### config.mk
export PLATFORM = sky130hd
export DESIGN_NAME = line_pixel_rasterizer_core
export DESIGN_NICKNAME = d
export VERILOG_FILES = /design/src/lpr_pkg.sv /design/src/lpr_ctrl.sv /design/src/lpr_datapath.sv /design/src/line_pixel_rasterizer_core.sv
export VERILOG_INCLUDE_DIRS = /design/src /design/src/src
export SDC_FILE = /design/constraint.sdc
export NUM_CORES = 1
export LEC_CHECK = 0
export BUFFER_PORTS_ARGS = -buffer_cell sky130_fd_sc_hd__buf_2
export CELL_PAD_IN_SITES_DETAIL_PLACEMENT = 0
export CELL_PAD_IN_SITES_GLOBAL_PLACEMENT = 1
export CORE_ASPECT_RATIO = 0.8
export CORE_MARGIN = 2
export CORE_UTILIZATION = 42
export DETAILED_ROUTE_END_ITERATION = 10
export GPL_ROUTABILITY_DRIVEN = 0
export PLACE_DENSITY = 0.72
export SLEW_MARGIN = 20
export SYNTH_ARGS = -nofsm -noshare
export SYNTH_HDL_FRONTEND = slang
export SYNTH_SLANG_ARGS = --single-unit
### constraint.sdc
create_clock -name clk -period 9.2 [get_ports clk]
set_clock_uncertainty 0.15 [all_clocks]
set_input_delay 1.84 -clock clk [delete_from_list [all_inputs] [get_ports clk]]
set_output_delay 1.84 -clock clk [all_outputs]
set_load 0.01 [all_outputs]
### src/assert_macros.svh
// Assertion helpers shared by the RTL modules.
`ifndef ASSERT_MACROS_SVH
`define ASSERT_MACROS_SVH

// Same-cycle implication, checked outside of reset.
`define ASSERT_IMP(label, clk, rst, ante, cons) \
  label: assert property (@(posedge clk) disable iff (rst) (ante) |-> (cons)) \
    else $error("assertion failed");

// Next-cycle implication, checked outside of reset.
`define ASSERT_NEXT(label, clk, rst, ante, cons) \
  label: assert property (@(posedge clk) disable iff (rst) (ante) |=> (cons)) \
    else $error("assertion failed");

`endif

### src/lpr_pkg.sv
package lpr_pkg;

  localparam int COORD_BITS = 12;
  localparam int SPAN_W     = COORD_BITS + 1;
  localparam int COLOR_BITS = 24;

  localparam logic OP_LOAD = 1'b0;
  localparam logic OP_STEP = 1'b1;

  typedef struct packed {
    logic                         opcode;
    logic signed [COORD_BITS-1:0] start_x;
    logic signed [COORD_BITS-1:0] start_y;
    logic signed [COORD_BITS-1:0] end_x;
    logic signed [COORD_BITS-1:0] end_y;
    logic        [COLOR_BITS-1:0] line_color;
  } item_t;

  typedef struct packed {
    logic signed [COORD_BITS-1:0] pixel_x;
    logic signed [COORD_BITS-1:0] pixel_y;
    logic        [COLOR_BITS-1:0] pixel_color;
    logic                         last_pixel;
  } pixel_t;

  // Commands from the controller to the datapath.
  typedef struct packed {
    logic load;
    logic step;
  } lpr_cmd_t;

  // Status from the datapath to the controller.
  typedef struct packed {
    logic last;
  } lpr_stat_t;

endpackage

### src/lpr_ctrl.sv
`include "assert_macros.svh"

module lpr_ctrl import lpr_pkg::*; (
  input  logic      clk,
  input  logic      rst,
  input  logic      item_valid,
  output logic      item_ready,
  input  logic      opcode,
  output logic      pixel_valid,
  input  logic      pixel_ready,
  output lpr_cmd_t  cmd,
  input  lpr_stat_t stat
);

  localparam logic ST_IDLE = 1'b0;
  localparam logic ST_DRAW = 1'b1;

  logic state;
  logic state_next;
  logic pixel_valid_next;
  logic accept;

  assign item_ready = !pixel_valid || pixel_ready;
  assign accept     = item_valid && item_ready;
  assign cmd.load   = accept && (opcode == OP_LOAD);
  assign cmd.step   = accept && (opcode == OP_STEP) && (state == ST_DRAW);

  always_comb begin
    state_next = state;
    unique case (state)
      ST_IDLE: begin
        if (cmd.load) state_next = ST_DRAW;
      end
      ST_DRAW: begin
        if (cmd.step && stat.last) state_next = ST_IDLE;
      end
      default: state_next = ST_IDLE;
    endcase
  end

  always_comb begin
    pixel_valid_next = pixel_valid;
    if (cmd.step) begin
      pixel_valid_next = 1'b1;
    end else if (pixel_ready) begin
      pixel_valid_next = 1'b0;
    end
  end

  always_ff @(posedge clk) begin
    if (rst) begin
      state       <= ST_IDLE;
      pixel_valid <= 1'b0;
    end else begin
      state       <= state_next;
      pixel_valid <= pixel_valid_next;
    end
  end

  `ASSERT_IMP(a_step_only_drawing, clk, rst, cmd.step, state == ST_DRAW)
  `ASSERT_NEXT(a_last_ends_line, clk, rst, cmd.step && stat.last, state == ST_IDLE)
  `ASSERT_IMP(a_valid_from_step, clk, rst, $rose(pixel_valid), $past(cmd.step))

endmodule

### src/lpr_datapath.sv
`include "assert_macros.svh"

module lpr_datapath import lpr_pkg::*; (
  input  logic      clk,
  input  logic      rst,
  input  item_t     item,
  input  lpr_cmd_t  cmd,
  output lpr_stat_t stat,
  output pixel_t    pixel
);

  logic                  major_is_y;
  logic [COORD_BITS-1:0] base_minor;
  logic [COORD_BITS-1:0] major_end;
  logic [COORD_BITS-1:0] major_now;
  logic [SPAN_W-1:0]     major_span;
  logic [SPAN_W-1:0]     minor_abs;
  logic                  minor_neg;
  logic [SPAN_W-1:0]     quot;
  logic [SPAN_W-1:0]     rem;
  logic [COLOR_BITS-1:0] held_color;

  // Load setup.
  logic signed [SPAN_W-1:0] dx;
  logic signed [SPAN_W-1:0] dy;
  logic [SPAN_W-1:0]        adx;
  logic [SPAN_W-1:0]        ady;
  logic                     sel_y;
  logic [COORD_BITS-1:0]    bmaj;
  logic [COORD_BITS-1:0]    bmin;
  logic [COORD_BITS-1:0]    emaj;
  logic [COORD_BITS-1:0]    emin;
  logic [SPAN_W-1:0]        mspan;
  logic [SPAN_W-1:0]        nspan;

  // Step arithmetic.
  logic [SPAN_W-1:0]     minor_full;
  logic [COORD_BITS-1:0] minor;
  logic [SPAN_W:0]       rsum;
  logic                  wrap;

  always_comb begin
    dx  = SPAN_W'(item.end_x) - SPAN_W'(item.start_x);
    dy  = SPAN_W'(item.end_y) - SPAN_W'(item.start_y);
    adx = dx[SPAN_W-1] ? -dx : dx;
    ady = dy[SPAN_W-1] ? -dy : dy;
    sel_y = 1'b1;
    bmaj  = item.start_y;
    bmin  = item.start_x;
    emaj  = item.end_y;
    emin  = item.end_x;
    if (item.start_x <= item.end_x && adx >= ady) begin
      sel_y = 1'b0;
      bmaj  = item.start_x;
      bmin  = item.start_y;
      emaj  = item.end_x;
      emin  = item.end_y;
    end else if (item.end_x <= item.start_x && adx >= ady) begin
      sel_y = 1'b0;
      bmaj  = item.end_x;
      bmin  = item.end_y;
      emaj  = item.start_x;
      emin  = item.start_y;
    end else if (item.end_y <= item.start_y) begin
      bmaj = item.end_y;
      bmin = item.end_x;
      emaj = item.start_y;
      emin = item.start_x;
    end
    mspan = SPAN_W'($signed(emaj)) - SPAN_W'($signed(bmaj));
    nspan = SPAN_W'($signed(emin)) - SPAN_W'($signed(bmin));
  end

  always_comb begin
    minor_full = minor_neg ? (SPAN_W'($signed(base_minor)) - quot)
                           : (SPAN_W'($signed(base_minor)) + quot);
    minor = minor_full[COORD_BITS-1:0];
    stat.last = $signed(major_now) >= $signed(major_end);
    rsum = {1'b0, rem} + {1'b0, minor_abs};
    wrap = (major_span != '0) && (rsum >= {1'b0, major_span});
  end

  always_ff @(posedge clk) begin
    if (rst) begin
      major_span <= '0;
      rem        <= '0;
    end else if (cmd.load) begin
      major_span <= mspan;
      rem        <= '0;
    end else if (cmd.step) begin
      rem <= wrap ? SPAN_W'(rsum - {1'b0, major_span}) : rsum[SPAN_W-1:0];
    end
  end

  always_ff @(posedge clk) begin
    if (cmd.load) begin
      major_is_y <= sel_y;
      base_minor <= bmin;
      major_end  <= emaj;
      major_now  <= bmaj;
      minor_neg  <= nspan[SPAN_W-1];
      minor_abs  <= nspan[SPAN_W-1] ? -nspan : nspan;
      quot       <= '0;
      held_color <= item.line_color;
    end else if (cmd.step) begin
      if (!stat.last) major_now <= major_now + 1'b1;
      if (wrap) quot <= quot + 1'b1;
    end
  end

  always_ff @(posedge clk) begin
    if (cmd.step) begin
      pixel.pixel_x     <= major_is_y ? minor : major_now;
      pixel.pixel_y     <= major_is_y ? major_now : minor;
      pixel.pixel_color <= held_color;
      pixel.last_pixel  <= stat.last;
    end
  end

  `ASSERT_IMP(a_rem_below_span, clk, rst, major_span != '0, rem < major_span)

endmodule

### src/line_pixel_rasterizer_core.sv
// Line rasterizer: walks a straight line one pixel per step beat.
// Input channel (item_valid/item_ready/item): a beat with opcode load latches
// two endpoints and a color and produces no pixel; it replaces any line in
// progress. A beat with opcode step emits the next pixel of the loaded line,
// or nothing when no line is active.
// Output channel (pixel_valid/pixel_ready/pixel): one beat per pixel, with
// the final pixel of a line flagged by last_pixel.
// A step beat's pixel is registered in the output register. Throughput: one item per
// cycle while item_ready is high; the minor coordinate comes from a quotient
// and remainder accumulator that takes one add and compare per pixel.
// Reset clears the controller to idle with no line loaded and no pixel held.
// When the receiver stalls, the pixel waits in the output register and
// item_ready drops until it is taken; item_ready is high whenever the
// output register is empty or being drained in the same cycle.
module line_pixel_rasterizer_core import lpr_pkg::*; (
  input  logic   clk,
  input  logic   rst,
  input  logic   item_valid,
  output logic   item_ready,
  input  item_t  item,
  output logic   pixel_valid,
  input  logic   pixel_ready,
  output pixel_t pixel
);

  // Command and status between the controller and the datapath.
  lpr_cmd_t  cmd;
  lpr_stat_t stat;

  // The controller owns the handshake, the drawing state and the output valid.
  lpr_ctrl u_ctrl (
    .clk         (clk),
    .rst         (rst),
    .item_valid  (item_valid),
    .item_ready  (item_ready),
    .opcode      (item.opcode),
    .pixel_valid (pixel_valid),
    .pixel_ready (pixel_ready),
    .cmd         (cmd),
    .stat        (stat)
  );

  // The datapath holds the line setup, the accumulator and the pixel register.
  lpr_datapath u_datapath (
    .clk   (clk),
    .rst   (rst),
    .item  (item),
    .cmd   (cmd),
    .stat  (stat),
    .pixel (pixel)
  );

endmodule

==> key figures, run 1 <==
Yosys
  – Top-count cell post-synth: edfxtp_1
  – Ys flop type: edfxtp_1
  – Distinct cells, synth: between 80 and 90
  – Synth warnings: 0
  – Post-synthesis area per instance: roughly 9.3 µm²
  – EDFF count, synth: about 120
  – Syn nets: 1608
  – Cells after Synth: approximately 1400
  – Asr flop ratio synth: 0%
  – Synth Cell Area: roughly 0.013 mm²
  – Top cell type's share of synthesized area: around 28%
  – Top cell type by total area after synthesis: edfxtp_1
  – Post-synth top cells: 124 x edfxtp_1, 116 x ha_1, 116 x nor2_1
  – Largest cells by area after synthesis: edfxtp_1 28%, ha_1 11%, dfxtp_1 6.1%
  – Synth Register Bits: 164
  – Sequential share of the synthesized area: 34.6%

Die
  – Placement row count: between 50 and 60
  – I/O Pins: around 130
  – Die area: 0.0326 mm²
  – Core Region: between 0.03 and 0.04 mm²
  – Initial core utilization: between 40% and 50%
  – Die Width: around 200 µm
  – Die height: about 160 µm

Setup path
  – Crit-path max cell delay: between 0.4 and 0.5 ns
  – Cell mode on critical path: o21ai_0
  – Slowest CP cell: o41ai_1
  – Register-to-Register Path Depth: 17
  – CP Capture Type: flip-flop
  – Crit path launch type: input pin
  – RR Endpoint: u_datapath.rem[1]
  – R2R Setup Slk: 4.13 ns
  – Worst EP arrival: 8.83 ns
  – Setup Crit Path Kind: input pin to flip-flop
  – Worst EP required: 9.38 ns
  – Worst-path fanout max: 36
  – Beginning of the critical path: item[36]
  – R2R Path Start: u_datapath.minor_abs[0]

Run
  – Max cap viols: 0

STA
  – Fin. max-slew vios: 0
  – Worst rel slew slack: a little over a third
  – Final Cycle Share: 94.1%
  – Final TNS setup: 0 ns
  – Minimum clock period: about 8.7 ns
  – Final Hold Vio Count: 0
  – RSZ-0062 raised after global routing: false
  – Fmax: approximately 120 MHz
  – Worst-margin pin slew: ~0.97 ns
  – Final setup fails: 0

Global route
  – Global-route wire length before repair: around 56 mm
  – Most used routing layer: met1
  – Grt ovf: 0
  – Largest net degree at the start of global routing: 78
  – M3 GR Usage: a little under 4%
  – Met1 Resource Use GR: around 33%
  – Initial antenna violation count: 0
  – Vias in the first global route: between 10000 and 15000
  – Gr usage total: 21.9%
  – Grt met2 use: 31.9%

Clock tree
  – Clock Latency Late Sink: between 0.4 and 0.5 ns
  – Hold Buf Count CTS: 0
  – Clock slew at reported path FFs: 0.07 ns
  – Root buffer cell: clkbuf_16
  – Post-CTS Resized: 0
  – Post-CTS Setup Repair Bufs: 0
  – TritonCTS clock tree: yes
  – Clock buffer depth: 2
  – Clock Sinks: around 160
  – Num CTS Buffers: 17
  – H-tree Lvls: 4

Routing
  – Iteration-0 DRC Markers: just under 800
  – Vias per cell: 5.53
  – DRC: 0
  – Antenna Nets Post-Route: 0
  – Wire per inst: between 15 and 20 µm
  – Via count: about 11000
  – Routed WL: between 30 and 40 mm
  – Iteration count of the initial detailed-routing pass: 5

Run status
  – Outcome: complete, no violations

Power and ir drop
  – Leakage Power: a little over 6 nW
  – Worst vdd ir: roughly 0.19 mV
  – Power Density: around 390 mW/mm²

Final layout
  – Non-filler cells, final: around 2000
  – Share of cells above drive strength 1: 15.9%
  – N_diodes: 0
  – Area Overhead vs Synth: 12.9%
  – Layout Nets: between 1500 and 2000

Placement
  – HPWL reported at the end of detailed placement: between 20 and 30 mm
  – DP Cell Count: roughly 1900
  – Port Buf Inserts: approximately 130

Min path
  – Worst hold path class: flip-flop to flip-flop
  – Hold Startpoint: u_datapath.held_color[3]
  – Worst hold path stage count: 0
  – WHS Endpoint: u_datapath.pixel[4]
## where the power goes
group | switching [mW] | internal, mW | total [mW] | leakage, nW
Clock | 0.339 | 0.392 | 0.731 | 0.299
Combinational | 2.32 | 1.57 | 3.89 | 4.35
Sequential | 0.0671 | 1.06 | 1.13 | 1.48
Total | 2.73 | 3.02 | 5.75 | 6.13
## cell families (layout without fill, tap and decap cells)
kind of cell               Yosys count  count (layout)  synth area share (%)
AOI/OAI and AO/OA                  378             378                  19.1
adders and majority gates          123             123                  12.2
muxes                               92              92                  7.29
xor gates and xnor gates           109             109                  7.30
DFF                                164             164                  34.6
buffers and inverters              142             271                  4.57
and+or+nand+nor                    400             400                  15.0
## sequential cells by signal (all words and copies together), names as in the netlist
name and count:
u_datapath.rem 13, u_datapath.quot 12, u_datapath.major_now 12, u_datapath.major_end 12, u_ctrl.state 1, u_datapath.minor_neg 1
u_datapath.pixel 49, u_datapath.held_color 24, u_datapath.base_minor 12, u_ctrl.pixel_valid 1, u_datapath.major_is_y 1, u_datapath.major_span 13
u_datapath.minor_abs 13
## worst max-delay path by stage
stage | endpoint | slack (ns)
6_report | u_datapath.major_span[11] | 0.55
3_3_place_gp | u_datapath.minor_abs[11] | 0.28
3_5_place_dp | u_datapath.minor_abs[11] | 0.07
5_1_grt | u_datapath.major_span[11] | 0.04
4_1_cts | u_datapath.minor_abs[11] | 0.50
2_1_floorplan | u_datapath.minor_abs[11] | 0.71
## per-stage QoR
| stage | cell area, µm² | util, % | worst slack [ns] | total power [mW] | hold WS (ns) |
|---|---|---|---|---|---|
| floorplan | 13100 | - | 0.708 | 4.01 | 0.250 |
| global placement | 14100 | 46.3 | 0.278 | 4.97 | 0.250 |
| detailed placement | 14100 | 46.3 | 0.0723 | 4.99 | 0.255 |
| CTS | 14700 | 48.3 | 0.501 | 5.75 | 0.271 |
| global route | 14800 | 48.4 | 0.0436 | 6.23 | 0.274 |
| finish | 14800 | 48.4 | 0.546 | 5.75 | 0.268 |
## routing by layer
metal	vias to the layer above	part of all wire, %
met3	46	5.2
met5	-	0
li1	5397	-
met4	0	2.6
met1	5055	51
met2	276	41
## critical path: cells and delay by family
| kind | cells | cell delay, ns |
|---|---|---|
| AOI/OAI and AO/OA | 19 | 4.33 |
| xor gates and xnor gates | 2 | 0.32 |
| adders and majority gates | 4 | 1.15 |
| buffers and inverters | 5 | 0.73 |
| and+or+nand+nor | 3 | 0.43 |
## cells in the final DEF (no fill, tap or decap), types with 5 or more instances in the layout
cell type  synthesis  final
inv_1             92     90
nor4_1             9      9
nor3b_1            5      5
xnor2_1           73     73
or2_2              6      6
xor2_1            36     36
edfxtp_1         124    124
clkbuf_16          0     17
nor2b_1           22     22
mux2_2            26     26
nand2_1          102    102
or4_1              6      6
mux2i_1           66     66
and3_1            13     13
nor3_1            31     31
a21o_1            17     17
a21oi_1           85     85
o21ai_1           38     38
o31ai_1            7      6
ha_1             116    116
a31oi_1           11     11
and2_1             5      5
nand2b_1          10     10
a211oi_1          12     12
o22ai_1            6      6
nand3b_1           5      5
buf_2              7    127
buf_4              4     17
dfxtp_1           40     40
nand3_1           26     26
o21ai_0           79     79
o21bai_1           9      9
o21a_1            48     48
nand4_1           20     20
nor2_1           116    115
or3_1              7      7
fa_1               7      7
## area by class of cell
type,instances,area [µm²]
Multi-Input combinational cell,1102,7970
Clock inverter,15,188
Inverter,94,355
Fill cell,2939,15800
Clock buffer,17,425
Tap cell,413,517
Sequential cell,164,4520
Timing Repair Buffer,145,791
Power figures use the tool's default switching activity.
==> inputs of run 2 (changes only) <==
--- a/config.mk
+++ b/config.mk
@@ -9,2 +9,3 @@
 export BUFFER_PORTS_ARGS = -buffer_cell sky130_fd_sc_hd__buf_2
+export CAP_MARGIN = 20
 export CELL_PAD_IN_SITES_DETAIL_PLACEMENT = 0
==> constraint.sdc (replaced) <==
create_clock -name clk -period 9.2 [get_ports clk]
set_clock_uncertainty 0.15 [all_clocks]
set_input_delay 0.46 -clock clk [delete_from_list [all_inputs] [get_ports clk]]
set_output_delay 0.46 -clock clk [all_outputs]
set_load 0.01 [all_outputs]
==> run 2 against run 1 <==
Effect of this change:
- register-to-register slack lost 0.11 ns
- sequential share of layout area grew 0.23 points
- largest cell class unchanged
- critical path depth shrank 1
- highest routed layer unchanged
- clock power shrank 2.9%
- largest power group unchanged
==> key figures, run 2 (synthesis results as in run 1) <==
Run status
  – Outcome: complete, no violations

Run
  – Max cap viols: 0 (unchanged)

Die
  – Initial core utilization: 42.9% (unchanged)
  – Die Width: 201 µm (unchanged)
  – I/O Pins: 128 (unchanged)
  – Die area: 0.0326 mm² (unchanged)
  – Core Region: 0.0305 mm² (unchanged)
  – Die height: 162 µm (unchanged)
  – Placement row count: 57 (unchanged)

Setup path
  – RR Endpoint: u_datapath.rem[1]
  – Worst EP required: 9.23 ns (-0.15 ns)
  – Slowest CP cell: fa_1
  – Worst-path fanout max: 36 (unchanged)
  – Worst EP arrival: 7.47 ns (-1.36 ns)
  – Crit path launch type: input pin
  – R2R Path Start: u_datapath.minor_abs[0]
  – CP top delay family: compound AO/OA/AOI/OAI gates
  – Setup Crit Path Kind: input pin to flip-flop
  – Register-to-Register Path Depth: 17 (unchanged)
  – R2R Setup Slk: 4.02 ns (-0.11 ns)
  – CP Capture Type: flip-flop
  – CP Buf/Inv Count: 4 (-1)
  – Crit-path max cell delay: 0.48 ns (about the same)

Min path
  – Worst hold path class: input pin to flip-flop
  – WHS Endpoint: u_datapath.held_color[19]
  – Worst hold path stage count: 1 (+1)
  – Hold Startpoint: item[19]

Global route
  – Global-route wire length before repair: 57.9 mm (+4.2%)
  – Gr usage total: 22.8% (+0.90 points)
  – Initial antenna violation count: 0 (unchanged)
  – Grt ovf: 0 (unchanged)
  – Largest net degree at the start of global routing: 79 (+1.3%)
  – Vias in the first global route: 10300 (+2.1%)

Final layout
  – Share of cells above drive strength 1: 15.4% (-0.44 points)
  – Layout Nets: 1716 (-0.46%)
  – FF+latch area: 0.00452 mm² (unchanged)
  – Leading cell type in the layout, fill and taps excluded: buf_2
  – Biggest regs: u_datapath.pixel x49, u_datapath.held_color x24
  – Multi-input gate area: 0.00797 mm² (unchanged)
  – Most frequent cells in the layout: 127 x buf_2, 124 x edfxtp_1, 116 x ha_1, 115 x nor2_1, 102 x nand2_1
  – Fillers: 2957 (+0.61%)
  – Max reg flops: 49 (unchanged)
  – Largest Register: u_datapath.pixel
  – N_diodes: 0 (unchanged)
  – Fin util: 48.0% (-0.36 points)
  – Area Overhead vs Synth: 12.1%

Clock tree
  – Clock buffer depth: 2 (unchanged)
  – Num CTS Buffers: 17 (unchanged)
  – H-tree Lvls: 4 (unchanged)
  – Post-CTS Setup Repair Bufs: 0 (unchanged)
  – TritonCTS clock tree: yes
  – Clock slew at reported path FFs: 0.08 ns (about the same)
  – Root buffer cell: clkbuf_16
  – Clock Latency Late Sink: 0.44 ns (about the same)
  – Clock Sinks: 164 (unchanged)
  – Post-CTS Resized: 0 (unchanged)
  – Hold Buf Count CTS: 0 (unchanged)

Power and ir drop
  – Worst vdd ir: 0.200 mV (+3.1%)
  – Power Density: 389 mW/mm² (about the same)
  – Leakage Power: 6.07 nW (-1.0%)
  – Design Power: 5.71 mW (-0.67%)

STA
  – Final Hold Vio Count: 0 (unchanged)
  – Fin. max-slew vios: 0 (unchanged)
  – Minimum clock period: 7.44 ns (-1.22 ns)
  – Worst Hold Margin: 0.0368 ns (-0.231 ns)
  – Worst-margin pin slew: 1.06 ns (+0.0915 ns)
  – Worst rel slew slack: 29.2% (-6.1 points)
  – Final setup fails: 0 (unchanged)
  – Fmax: 134 MHz (+16%)
  – Final worst slack: 1.76 ns (+1.22 ns)
  – Final Cycle Share: 80.8% (-13 points)
  – Final TNS setup: 0 ns (unchanged)
  – RSZ-0062 raised after global routing: false

Routing
  – Routed WL: 36.5 mm (+3.0%)
  – Wire per inst: 18.8 µm (+3.4%)
  – Iteration count of the initial detailed-routing pass: 6 (+1)
  – DRC: 0 (unchanged)
  – Vias per cell: 5.61 (+1.6%)
  – Via count: 10900 (+1.2%)
  – Antenna Nets Post-Route: 0 (unchanged)
  – Iteration-0 DRC Markers: 766 (-3.3%)

Placement
  – Port Buf Inserts: 127 (unchanged)
  – HPWL reported at the end of detailed placement: 28.4 mm (+1.5%)
  – Place WS: 1.40 ns (+1.32 ns)
## run 2: cell types whose count changed in the layout (fill, tap and decap cells not counted), sizes merged
cell      previous run  this run
buf                145       137
bufinv               1         0
clkinv               9         8
clkinvlp             0         1
inv                 99       100
## run 2: metrics by stage
stage	area, µm²	cells
2_1_floorplan	13100	1408
3_3_place_gp	14100	1910
3_5_place_dp	14100	1910
4_1_cts	14700	1942
5_1_grt	14700	1942
6_report	14700	1942
## run 2: how the worst max path moves through the flow
stage / start / end / slack [ns] / depth (start not counted)
floorplan: item[36] / u_datapath.minor_abs[11] / 2.09 / 33
global placement: item[36] / u_datapath.minor_abs[11] / 1.46 / 32
detailed placement: item[36] / u_datapath.minor_abs[11] / 1.40 / 32
CTS: item[36] / u_datapath.minor_abs[11] / 1.86 / 32
global route: item[36] / u_datapath.minor_abs[11] / 1.15 / 31
finish: item[36] / u_datapath.minor_abs[11] / 1.76 / 32
## run 2: final cells by class
class                           count  share of cell area, %
Multi-Input combinational cell   1102                   54.4
Sequential cell                   164                   30.9
Timing Repair Buffer              137                   4.85
Tap cell                          413                   3.52
Clock buffer                       17                   2.90
Inverter                           94                   2.42
Clock inverter                     15                   1.08
## run 2: worst reg2reg max path, cell delays in order, from the launching register on
cell and delay, ns:
edfxtp_1 0.37, ha_1 0.25, fa_1 0.46, a211oi_1 0.25, nor2_1 0.12, o22ai_1 0.20, o21ai_0 0.16, o41ai_1 0.42
xnor2_1 0.22, ha_1 0.32, nand3_1 0.12, nor4_1 0.06, a2111oi_0 0.40, o211ai_1 0.20, a21oi_2 0.40, or2_1 0.60
mux2i_1 0.26, a21oi_1 0.08
## run 2: metal layers
layer  track usage, %  part of all wire [%]  vias to the layer above  routed length, µm
met3             3.55                   5.6                       37               2050
met4             5.88                   1.7                        0                612
met5                0                     0                        -                  0
met1             34.1                    50                     5176              18400
li1                 -                     -                     5386                  -
met2             34.2                    42                      300              15500
## run 2: power by group
part           internal [mW]  total, mW  switching [mW]
registers               1.06       1.13          0.0678
clock network          0.363      0.710           0.348
logic                   1.54       3.87            2.34
total                   2.96       5.71            2.75
